`config.mk`:
```
export PLATFORM = sky130hd
export DESIGN_NAME = lru_key_value_cache_unit
export DESIGN_NICKNAME = d
export VERILOG_FILES = /design/src/lkvc_pkg.sv /design/src/lkvc_engine.sv /design/src/lru_key_value_cache_unit.sv
export SDC_FILE = /design/constraint.sdc
export NUM_CORES = 1
export LEC_CHECK = 0
export BUFFER_PORTS_ARGS = -buffer_cell sky130_fd_sc_hd__buf_2
export CORE_MARGIN = 2
export CORE_UTILIZATION = 52
export DETAILED_ROUTE_END_ITERATION = 8
export PLACE_DENSITY = 0.71
export SLEW_MARGIN = 15
export SYNTH_ARGS = -nofsm -noshare
export SYNTH_HDL_FRONTEND = slang
export SYNTH_SLANG_ARGS = --single-unit
```
`constraint.sdc`:
```
create_clock -name clock -period 8 [get_ports clock]
set_input_delay 0.4 -clock clock [delete_from_list [all_inputs] [get_ports clock]]
set_output_delay 0.4 -clock clock [all_outputs]
set_load 0.01 [all_outputs]
```
`src/lkvc_pkg.sv`:
```
// ----------------------------------------------------------------------------
// lkvc_pkg
// Shared constants and types for the LRU key/value cache: field widths,
// request and result structures, and the get/put action codes.
// ----------------------------------------------------------------------------
package lkvc_pkg;

   // Default geometry, used as the defaults of the top level's parameters.
   localparam int MAX_ENTRIES_DEF = 16;
   localparam int KEY_WIDTH_DEF   = 32;

   // Fixed field widths of the item ports.
   localparam int KEY_W   = 32;
   localparam int VALUE_W = 31;
   localparam int READ_W  = 32;
   localparam int CFG_W   = 5;

   localparam logic [CFG_W-1:0] CAPACITY_RESET = 5'd16;

   // Value returned on a lookup miss.
   localparam logic signed [READ_W-1:0] MISS_VALUE = '1;

   typedef enum logic {
      ACTION_GET = 1'b0,
      ACTION_PUT = 1'b1
   } action_type;

   typedef struct packed {
      action_type                action;
      logic signed [KEY_W-1:0]   key;
      logic        [VALUE_W-1:0] value;
   } lkvc_req_type;

   typedef struct packed {
      logic                     valid;
      logic                     found;
      logic signed [READ_W-1:0] read_value;
   } lkvc_res_type;

endpackage

```
`src/lkvc_engine.sv`:
```
// ----------------------------------------------------------------------------
// lkvc_engine
// Entry store and sequencer of the LRU cache: sweeps the entry memory to
// find a key, then, on a hit or a put, sweeps it again to age ranks, evict and insert.
// ----------------------------------------------------------------------------
module lkvc_engine #(
   parameter int  MAX_ENTRIES = lkvc_pkg::MAX_ENTRIES_DEF,
   parameter int  KEY_WIDTH   = lkvc_pkg::KEY_WIDTH_DEF,
   localparam int CNT_W       = $clog2(MAX_ENTRIES + 1)
) (
   input  logic                  clock,
   input  logic                  reset,
   input  logic                  start,
   input  lkvc_pkg::lkvc_req_type req,
   input  logic [CNT_W-1:0]      cap_eff,
   output lkvc_pkg::lkvc_res_type res,
   input  logic                  res_ready,
   output logic                  busy
);
   import lkvc_pkg::*;

   localparam int IDX_W  = (MAX_ENTRIES > 1) ? $clog2(MAX_ENTRIES) : 1;
   localparam int SKEY_W = (KEY_WIDTH < KEY_W) ? KEY_WIDTH : KEY_W;
   localparam int WORD_W = SKEY_W + VALUE_W + IDX_W;
   localparam logic [CNT_W-1:0] LAST_CNT = CNT_W'(MAX_ENTRIES);

   typedef enum logic [5:0] {
      S_IDLE   = 6'b000001,
      S_SEARCH = 6'b000010,
      S_DECIDE = 6'b000100,
      S_UPDATE = 6'b001000,
      S_INSERT = 6'b010000,
      S_RESP   = 6'b100000
   } state_type;

   // Each word holds {key, value, rank}.
   logic [WORD_W-1:0] entry_mem [MAX_ENTRIES];

   state_type              state_ff, state_in;
   logic [CNT_W-1:0]       cnt_ff, cnt_in;
   logic                   q_live_ff;
   logic [IDX_W-1:0]       q_idx_ff;
   logic [WORD_W-1:0]      q_word_ff;
   logic [MAX_ENTRIES-1:0] valid_ff, valid_in;
   logic [CNT_W-1:0]       occ_ff, occ_in;
   lkvc_req_type           req_ff, req_in;
   logic                   hit_ff, hit_in;
   logic [IDX_W-1:0]       hit_idx_ff, hit_idx_in;
   logic [IDX_W-1:0]       hit_rank_ff, hit_rank_in;
   logic [VALUE_W-1:0]     hit_value_ff, hit_value_in;
   logic                   evict_ff, evict_in;
   logic                   free_found_ff, free_found_in;
   logic [IDX_W-1:0]       free_idx_ff, free_idx_in;
   logic                   found_ff, found_in;

   logic                   rd_en;
   logic [IDX_W-1:0]       rd_addr;
   logic                   wr_en;
   logic [IDX_W-1:0]       wr_addr;
   logic [WORD_W-1:0]      wr_data;

   logic [SKEY_W-1:0]      q_key;
   logic [VALUE_W-1:0]     q_value;
   logic [IDX_W-1:0]       q_rank;
   logic                   q_valid;
   logic [SKEY_W-1:0]      req_key_s;
   logic                   match;
   logic                   evict_now;
   logic [CNT_W-1:0]       cap_last;

   assign q_key     = q_word_ff[WORD_W-1 -: SKEY_W];
   assign q_value   = q_word_ff[IDX_W+VALUE_W-1 -: VALUE_W];
   assign q_rank    = q_word_ff[IDX_W-1:0];
   assign q_valid   = valid_ff[q_idx_ff];
   assign req_key_s = req_ff.key[SKEY_W-1:0];
   assign match     = q_live_ff && q_valid && (q_key == req_key_s);
   assign cap_last  = cap_eff - CNT_W'(1);
   assign evict_now = evict_ff && (CNT_W'(q_rank) >= cap_last);
   assign busy      = (state_ff != S_IDLE);

   always_comb begin
      state_in      = state_ff;
      cnt_in        = cnt_ff;
      valid_in      = valid_ff;
      occ_in        = occ_ff;
      req_in        = req_ff;
      hit_in        = hit_ff;
      hit_idx_in    = hit_idx_ff;
      hit_rank_in   = hit_rank_ff;
      hit_value_in  = hit_value_ff;
      evict_in      = evict_ff;
      free_found_in = free_found_ff;
      free_idx_in   = free_idx_ff;
      found_in      = found_ff;
      rd_en         = 1'b0;
      rd_addr       = cnt_ff[IDX_W-1:0];
      wr_en         = 1'b0;
      wr_addr       = q_idx_ff;
      wr_data       = q_word_ff;
      res           = '0;

      case (state_ff)
         S_IDLE: begin
            if (start) begin
               req_in   = req;
               cnt_in   = '0;
               hit_in   = 1'b0;
               state_in = S_SEARCH;
            end
         end
         S_SEARCH: begin
            if (cnt_ff != LAST_CNT) begin
               rd_en  = 1'b1;
               cnt_in = cnt_ff + CNT_W'(1);
            end
            if (match && !hit_ff) begin
               hit_in       = 1'b1;
               hit_idx_in   = q_idx_ff;
               hit_rank_in  = q_rank;
               hit_value_in = q_value;
            end
            if (cnt_ff == LAST_CNT) begin
               state_in = S_DECIDE;
            end
         end
         S_DECIDE: begin
            cnt_in        = '0;
            free_found_in = 1'b0;
            evict_in      = (occ_ff >= cap_eff);
            if (hit_ff) begin
               state_in = S_UPDATE;
            end else if (req_ff.action == ACTION_GET) begin
               found_in = 1'b0;
               state_in = S_RESP;
            end else begin
               state_in = S_UPDATE;
            end
         end
         S_UPDATE: begin
            if (cnt_ff != LAST_CNT) begin
               rd_en  = 1'b1;
               cnt_in = cnt_ff + CNT_W'(1);
            end
            if (q_live_ff && q_valid) begin
               wr_en = 1'b1;
               if (hit_ff) begin
                  if (q_idx_ff == hit_idx_ff) begin
                     wr_data[IDX_W-1:0] = '0;
                     if (req_ff.action == ACTION_PUT) begin
                        wr_data[IDX_W+VALUE_W-1 -: VALUE_W] = req_ff.value;
                     end
                  end else if (q_rank < hit_rank_ff) begin
                     wr_data[IDX_W-1:0] = q_rank + IDX_W'(1);
                  end
               end else if (evict_now) begin
                  wr_en              = 1'b0;
                  valid_in[q_idx_ff] = 1'b0;
                  occ_in             = occ_ff - CNT_W'(1);
               end else begin
                  wr_data[IDX_W-1:0] = q_rank + IDX_W'(1);
               end
            end
            // The first entry that is empty, or emptied now, takes the new key.
            if (q_live_ff && !free_found_ff && (!q_valid || (!hit_ff && evict_now))) begin
               free_found_in = 1'b1;
               free_idx_in   = q_idx_ff;
            end
            if (cnt_ff == LAST_CNT) begin
               if (!hit_ff) begin
                  state_in = S_INSERT;
               end else if (req_ff.action == ACTION_GET) begin
                  found_in = 1'b1;
                  state_in = S_RESP;
               end else begin
                  state_in = S_IDLE;
               end
            end
         end
         S_INSERT: begin
            if (free_found_ff) begin
               wr_en                 = 1'b1;
               wr_addr               = free_idx_ff;
               wr_data               = {req_key_s, req_ff.value, IDX_W'(0)};
               valid_in[free_idx_ff] = 1'b1;
               occ_in                = occ_ff + CNT_W'(1);
            end
            state_in = S_IDLE;
         end
         S_RESP: begin
            res.valid      = 1'b1;
            res.found      = found_ff;
            res.read_value = found_ff ? READ_W'({1'b0, hit_value_ff}) : MISS_VALUE;
            if (res_ready) begin
               state_in = S_IDLE;
            end
         end
         default: begin
            state_in = S_IDLE;
         end
      endcase
   end

   // Entry memory: one write port, one registered read port.
   always_ff @(posedge clock) begin
      if (wr_en) begin
         entry_mem[wr_addr] <= wr_data;
      end
      if (rd_en) begin
         q_word_ff <= entry_mem[rd_addr];
         q_idx_ff  <= rd_addr;
      end
   end

   always_ff @(posedge clock) begin
      if (reset) begin
         state_ff      <= S_IDLE;
         cnt_ff        <= '0;
         q_live_ff     <= 1'b0;
         valid_ff      <= '0;
         occ_ff        <= '0;
         hit_ff        <= 1'b0;
         evict_ff      <= 1'b0;
         free_found_ff <= 1'b0;
         found_ff      <= 1'b0;
      end else begin
         state_ff      <= state_in;
         cnt_ff        <= cnt_in;
         q_live_ff     <= rd_en;
         valid_ff      <= valid_in;
         occ_ff        <= occ_in;
         hit_ff        <= hit_in;
         evict_ff      <= evict_in;
         free_found_ff <= free_found_in;
         found_ff      <= found_in;
      end
   end

   always_ff @(posedge clock) begin
      req_ff       <= req_in;
      hit_idx_ff   <= hit_idx_in;
      hit_rank_ff  <= hit_rank_in;
      hit_value_ff <= hit_value_in;
      free_idx_ff  <= free_idx_in;
   end

endmodule

```
`src/lru_key_value_cache_unit.sv`:
```
// ----------------------------------------------------------------------------
// lru_key_value_cache_unit
// Fully associative key/value cache with least-recently-used replacement.
// ----------------------------------------------------------------------------
// Each request item is a get or a put. A get returns one response item: found
// and the stored value on a hit (the entry becomes most recent), or found low
// and a value of all ones on a miss. A put updates a present key, or inserts a
// new key as most recent, evicting the least recent entries when the cache
// already holds capacity_in_use entries; a put returns nothing. One item is
// worked on at a time. All entries live in a single memory with a registered
// read, and the item's cost is set by sweeps over that memory: one search
// sweep, then, for a hit or a new key, an update sweep that ages ranks,
// evicts and finds a free slot. The response sits in an output register, so
// a new request is taken while a response waits. The cache is empty after
// reset and needs no clearing pass. capacity_in_use may only be written
// while no item is in flight; 0 acts as 1 and values above MAX_ENTRIES act
// as MAX_ENTRIES. Lowering it evicts only on the next put of a new key.
// ----------------------------------------------------------------------------
module lru_key_value_cache_unit #(
   parameter int MAX_ENTRIES = lkvc_pkg::MAX_ENTRIES_DEF,
   parameter int KEY_WIDTH   = lkvc_pkg::KEY_WIDTH_DEF
) (
   input  logic                                 clock,
   input  logic                                 reset,
   input  logic                                 req_valid,
   output logic                                 req_ready,
   input  logic                                 req_action,
   input  logic signed [lkvc_pkg::KEY_W-1:0]    req_lookup_key,
   input  logic        [lkvc_pkg::VALUE_W-1:0]  req_store_value,
   output logic                                 rsp_valid,
   input  logic                                 rsp_ready,
   output logic                                 rsp_found,
   output logic signed [lkvc_pkg::READ_W-1:0]   rsp_read_value,
   input  logic                                 csr_valid,
   output logic                                 csr_ready,
   input  logic        [lkvc_pkg::CFG_W-1:0]    csr_capacity_in_use
);
   import lkvc_pkg::*;

   localparam int CNT_W = $clog2(MAX_ENTRIES + 1);
   localparam int CMP_W = (CNT_W > CFG_W) ? CNT_W : CFG_W;

   logic [CFG_W-1:0]          capacity_ff, capacity_in;
   logic [CMP_W-1:0]          cap_wide;
   logic [CNT_W-1:0]          cap_eff;

   logic                      rsp_valid_ff, rsp_valid_in;
   logic                      rsp_found_ff;
   logic signed [READ_W-1:0]  rsp_value_ff;

   lkvc_req_type              req_pkt;
   lkvc_res_type              res;
   logic                      start;
   logic                      busy;
   logic                      out_free;
   logic                      load;

   // The configuration register is always ready to take a write.
   assign csr_ready   = 1'b1;
   assign capacity_in = (csr_valid && csr_ready) ? csr_capacity_in_use : capacity_ff;

   // Clamp the programmed capacity into the range the store supports.
   always_comb begin
      cap_wide = CMP_W'(capacity_ff);
      if (cap_wide == '0) begin
         cap_wide = CMP_W'(1);
      end else if (cap_wide > CMP_W'(MAX_ENTRIES)) begin
         cap_wide = CMP_W'(MAX_ENTRIES);
      end
      cap_eff = cap_wide[CNT_W-1:0];
   end

   // A new request item is taken whenever the engine is idle.
   assign req_ready      = !busy;
   assign start          = req_valid && req_ready;
   assign req_pkt.action = action_type'(req_action);
   assign req_pkt.key    = req_lookup_key;
   assign req_pkt.value  = req_store_value;

   lkvc_engine #(
      .MAX_ENTRIES (MAX_ENTRIES),
      .KEY_WIDTH   (KEY_WIDTH)
   ) u_engine (
      .clock     (clock),
      .reset     (reset),
      .start     (start),
      .req       (req_pkt),
      .cap_eff   (cap_eff),
      .res       (res),
      .res_ready (out_free),
      .busy      (busy)
   );

   // Output register: the engine hands over its result when the slot is free.
   assign out_free     = !rsp_valid_ff || rsp_ready;
   assign load         = res.valid && out_free;
   assign rsp_valid_in = load ? 1'b1 : (rsp_ready ? 1'b0 : rsp_valid_ff);

   always_ff @(posedge clock) begin
      if (reset) begin
         capacity_ff  <= CAPACITY_RESET;
         rsp_valid_ff <= 1'b0;
      end else begin
         capacity_ff  <= capacity_in;
         rsp_valid_ff <= rsp_valid_in;
      end
   end

   always_ff @(posedge clock) begin
      if (load) begin
         rsp_found_ff <= res.found;
         rsp_value_ff <= res.read_value;
      end
   end

   assign rsp_valid      = rsp_valid_ff;
   assign rsp_found      = rsp_found_ff;
   assign rsp_read_value = rsp_value_ff;

   // An accepted item always starts the engine.
   a_start_busy: assert property (@(posedge clock) disable iff (reset)
      start |=> busy)
      else $error("engine did not start on an accepted item");

   // A result the output register cannot take stays put in the engine.
   a_res_hold: assert property (@(posedge clock) disable iff (reset)
      (res.valid && !out_free) |=> (res.valid && $stable(res.read_value)
                                    && $stable(res.found)))
      else $error("pending result changed or vanished");

   // A result handed over shows up on the response port.
   a_res_load: assert property (@(posedge clock) disable iff (reset)
      load |=> rsp_valid)
      else $error("loaded result not presented");

   // No request is taken while the engine still holds a result.
   a_res_blocks: assert property (@(posedge clock) disable iff (reset)
      res.valid |-> !req_ready)
      else $error("request taken while a result is pending");

endmodule

```
==> metrics.csv <==
stage,metric,value,unit
synthesis,Post-synth EDFFs,1283,
pwr,Sw Ratio,0.204,
floorplanning,core area,0.0967,mm2
synthesis,Synth Warn #,0,
synthesis,synth unique cells,63,
detailed_routing,routed wire length,108000,um
detailed_routing,WL per Instance,27.4,um
setup_path,Crit Path Class,reg2reg,
global_routing,largest net degree at the start of global routing,107,
floorplanning,die area,0.100,mm2
cells_and_area,"commonest cells after routing, fill and taps aside","edfxtp_1 (1283), mux4_2 (339), clkbuf_16 (136)",
sta,worst slew margin relative to its limit,0.267,
global_routing,GRT Overall Usage,0.221,
setup_path,CP most frequent cell,o21ai_0,
pwr,clock network fraction of total power,0.421,
clocking,Clock Sinks,1326,
synthesis,Async SR Flop Fraction,0,
global_routing,met1 GRT Util,0.310,
setup_path,Critical Path RT,8390,ps
sta,RSZ-0062 raised after global routing,false,
detailed_routing,Initial DRT Pass Iterations,6,
pwr,Sequential Power Share,0.553,
sta,clock skew,30.7,ps
pwr,Overall Power,13.9,mW
floorplanning,initial core utilization,0.525,
sta,Max Clk Rate,203,MHz
cells_and_area,nets,2661,
detailed_routing,initial DRC count,3027,
global_routing,first-pass GRT wire length,161000,um
detailed_routing,drt via density,6.11,
global_routing,GRT Max-Usage Layer,met2,
placement,I/O Buffers,108,
clocking,CTS tree,yes,
synthesis,syn_area_per_cell,22.0,um2
cells_and_area,ANT cells,0,
synthesis,syn_nets,2409,
placement,gpl congestion,0.810,
setup_path,R2R depth,13,
sta,Setup TNS Final,0,ps
floorplanning,IO Count,110,
setup_path,Top Family by Delay on Critical Path,compound AO/OA/AOI/OAI gates,
pwr,P_int,11.0,mW
global_routing,GR Util met2,0.363,
setup_path,WP depth,13,
cells_and_area,Layout area overhead,13.9,%
setup_path,flop-to-flop setup slack,3080,ps
detailed_routing,DRC,0,
clocking,clk buf depth,3,
sta,Hold Fails Final Rpt,0,
clocking,Setup Buffers After CTS,0,
sta,"Slew Viols, Final",0,
global_routing,met3 Use GR,0.0381,
setup_path,reg2reg end,u_engine.entry_mem[1][39],
setup_path,crit path capture,u_engine.entry_mem[1][39],
cells_and_area,Non-Filler Instances,3951,
cells_and_area,share of cells above drive strength 1,0.277,
global_routing,Overflow after GRT,0,
placement,post-detail-place hpwl,56700,um
worst_hold_path,HP Class,in2reg,
cells_and_area,"commonest non-fill, non-tap cell in the layout",edfxtp_1,
pwr,Leak Pwr,18.0,nW
clocking,clock latency on the worst-skew pair,750,ps
setup_path,slowest cell delay on critical path,690,ps
setup_path,RR Startpoint,capacity_ff[3],
synthesis,Yosys reg bits,1326,
pwr,Pwr Density,239,mW/mm2
setup_path,worst-path fanout max,35,
clocking,"Reg clk slew, reported paths",60,ps
sta,slew at the pin closest to its max-slew limit,1100,ps
worst_hold_path,hold depth,3,
setup_path,CP max-delay cell,buf_4,
clocking,Root Driver,clkbuf_16,
setup_path,crit end category,flip-flop,
clocking,H-Tree Depth,4,
setup_path,Worst setup SP type,flip-flop,
setup_path,crit path buf inv count,2,
placement,placed insts,3636,
sta,period utilization,0.616,
sta,setup violators final,0,
pwr,Psw,2.82,mW
synthesis,ys flop type,edfxtp_1,
global_routing,initial antenna violation count,0,
run_status,status,"finished, final reports clean",
detailed_routing,remaining antenna violation count,0,
floorplanning,row count,114,
floorplanning,die height,317,um
synthesis,"Cell Area, Synth",0.0508,mm2
pwr,Comb pwr share,0.025,
floorplanning,DIE WIDTH,317,um
setup_path,crit-path cells,nor3_1 > o21ai_0 > ha_1 > xor2_1 > ha_1 > o21ai_0 > o21ai_0 > a31oi_1 > and2_1 > a31oi_1 > nor2_4 > buf_4 > buf_4,
pwr,Max IR drop VDD,0.189,mV
setup_path,Setup crit start,capacity_ff[3],
detailed_routing,total number of vias,24153,
setup_path,Worst EP arrival,5310,ps
sta,crit path time final,4920,ps
flow_run,MaxCap Viol Count,0,
synthesis,Syn Inst Count,2315,
global_routing,vias in the first global route,24995,
synthesis,"Seq/Total Area, Yosys",0.775,
clocking,Num CTS Buffers,134,
-- cell type report --
class | count | area (um2)
repair buffers | 228 | 1690
clock inverters | 74 | 544
clock buffers | 170 | 3530
flip-flops and latches | 1326 | 39400
multi-input cells | 827 | 10900
well taps | 1276 | 1600
inverters | 50 | 189
fillers | 6653 | 38800
-- flip-flops by register name (all words and copies together) (netlist names) --
signal and count:
u_engine.hit_value_ff 31, u_engine.free_idx_ff 4, u_engine.hit_rank_ff 4, u_engine.q_idx_ff 4
u_engine.cnt_ff 5, u_engine.free_found_ff 1, u_engine.valid_ff 16, rsp_found 1
rsp_read_value 32, u_engine.state_ff 6, u_engine.occ_ff 5, u_engine.hit_ff 1
rsp_valid 1, capacity_ff 5, u_engine.evict_ff 1, u_engine.q_word_ff 67
u_engine.req_key_s 32, u_engine.q_live_ff 1, u_engine.entry_mem 1072, u_engine.hit_idx_ff 4
u_engine.req_ff 32, u_engine.found_ff 1
-- repair_timing --
action / in CTS / in global routing
gates resized for setup: 0 / 0
hold buffers: 71 / 0
hold endpoints to repair: 69 / 0
-- layer usage --
layer / share of wire / wire length, um / vias to the layer above
li1: - / - / 10134
met1: 0.40 / 43400 / 12791
met2: 0.51 / 54800 / 1053
met3: 0.073 / 7860 / 175
met4: 0.020 / 2140 / 0
met5: 0 / 0 / -
-- through the flow --
stage	hold slack [ps]	setup WS [ps]	cell area (um2)	util
floorplan	406	2290	50800	-
global placement	433	3030	53000	0.548
detailed placement	434	3050	53100	0.549
CTS	22.1	3020	57900	0.598
global route	68.9	2670	57900	0.599
finish	72.8	3080	57900	0.599
-- power groups by stage --
stage	registers [mW]	logic [mW]	clock network (mW)
3_3_place_gp	7.82	0.320	0
4_1_cts	7.67	0.361	5.95
6_report	7.67	0.353	5.84
3_5_place_dp	7.82	0.332	0
2_1_floorplan	7.78	0.238	0
5_1_grt	7.67	0.385	6.20
-- synth_stat cells (all sizes together) (2+ instances only) --
library cell     n  area [um2]
edfxtp        1283       38500
mux4           339        7630
nand2          115         432
clkbuf          79         297
a21oi           53         265
inv             50         188
nor2            48         180
dfxtp           43         861
xor2            39         342
mux2            34         383
buf             33         161
o21ai           24         128
ha              19         238
nor4            15         115
nand2b          12        82.6
nand3           11        55.1
nor3            10        55.1
mux2i            9        90.1
a31oi            8        50.1
nor2b            8        50.1
or3              7        43.8
a211oi           6        45.0
nand3b           6        45.0
and2             5        31.3
nand4            5        43.8
o311ai           5        43.8
a21o             4        30.0
and3             4        25.0
nor3b            4        30.0
o211ai           4        30.0
a32o             3        30.0
nand4b           3        26.3
or4              3        22.5
xnor2            3        26.3
a22o             2        17.5
nor4b            2        32.5
o32ai            2        25.0
or2              2        12.5
-- worst min-delay path by stage --
stage / startpoint / to / slack, ps
after floorplan: u_engine.cnt_ff[2] / u_engine.q_idx_ff[2] / 410
after global placement: u_engine.q_word_ff[5] / u_engine.hit_value_ff[1] / 430
after detailed placement: u_engine.q_word_ff[19] / u_engine.hit_value_ff[15] / 430
after CTS: csr_valid / capacity_ff[0] / 20
after global routing: csr_valid / capacity_ff[1] / 70
final: csr_valid / capacity_ff[0] / 70
-- kinds of logic after synthesis --
| group | after synthesis | synth area share |
|---|---|---|
| DFF | 1326 | 0.775 |
| muxes | 382 | 0.160 |
| and+or+nand+nor | 263 | 0.0258 |
| buffers and inverters | 162 | 0.0127 |
| AOI/OAI and AO/OA | 119 | 0.0145 |
| xor gates and xnor gates | 42 | 0.00724 |
| adders and majority gates | 20 | 0.00507 |
| other | 1 | 0.0000738 |
-- worst register-to-register path, delay by kind of cell, from the launching register on --
| kind | cells | cell delay, ps |
|---|---|---|
| flip-flops | 1 | 410 |
| adder cells (fa/ha/maj) | 2 | 520 |
| XOR/XNOR | 1 | 180 |
| AO/OA/AOI/OAI | 5 | 1370 |
| AND/OR/NAND/NOR | 3 | 880 |
| buffers and inverters | 2 | 1220 |
No activity file was read; power rests on OpenSTA's default activity.
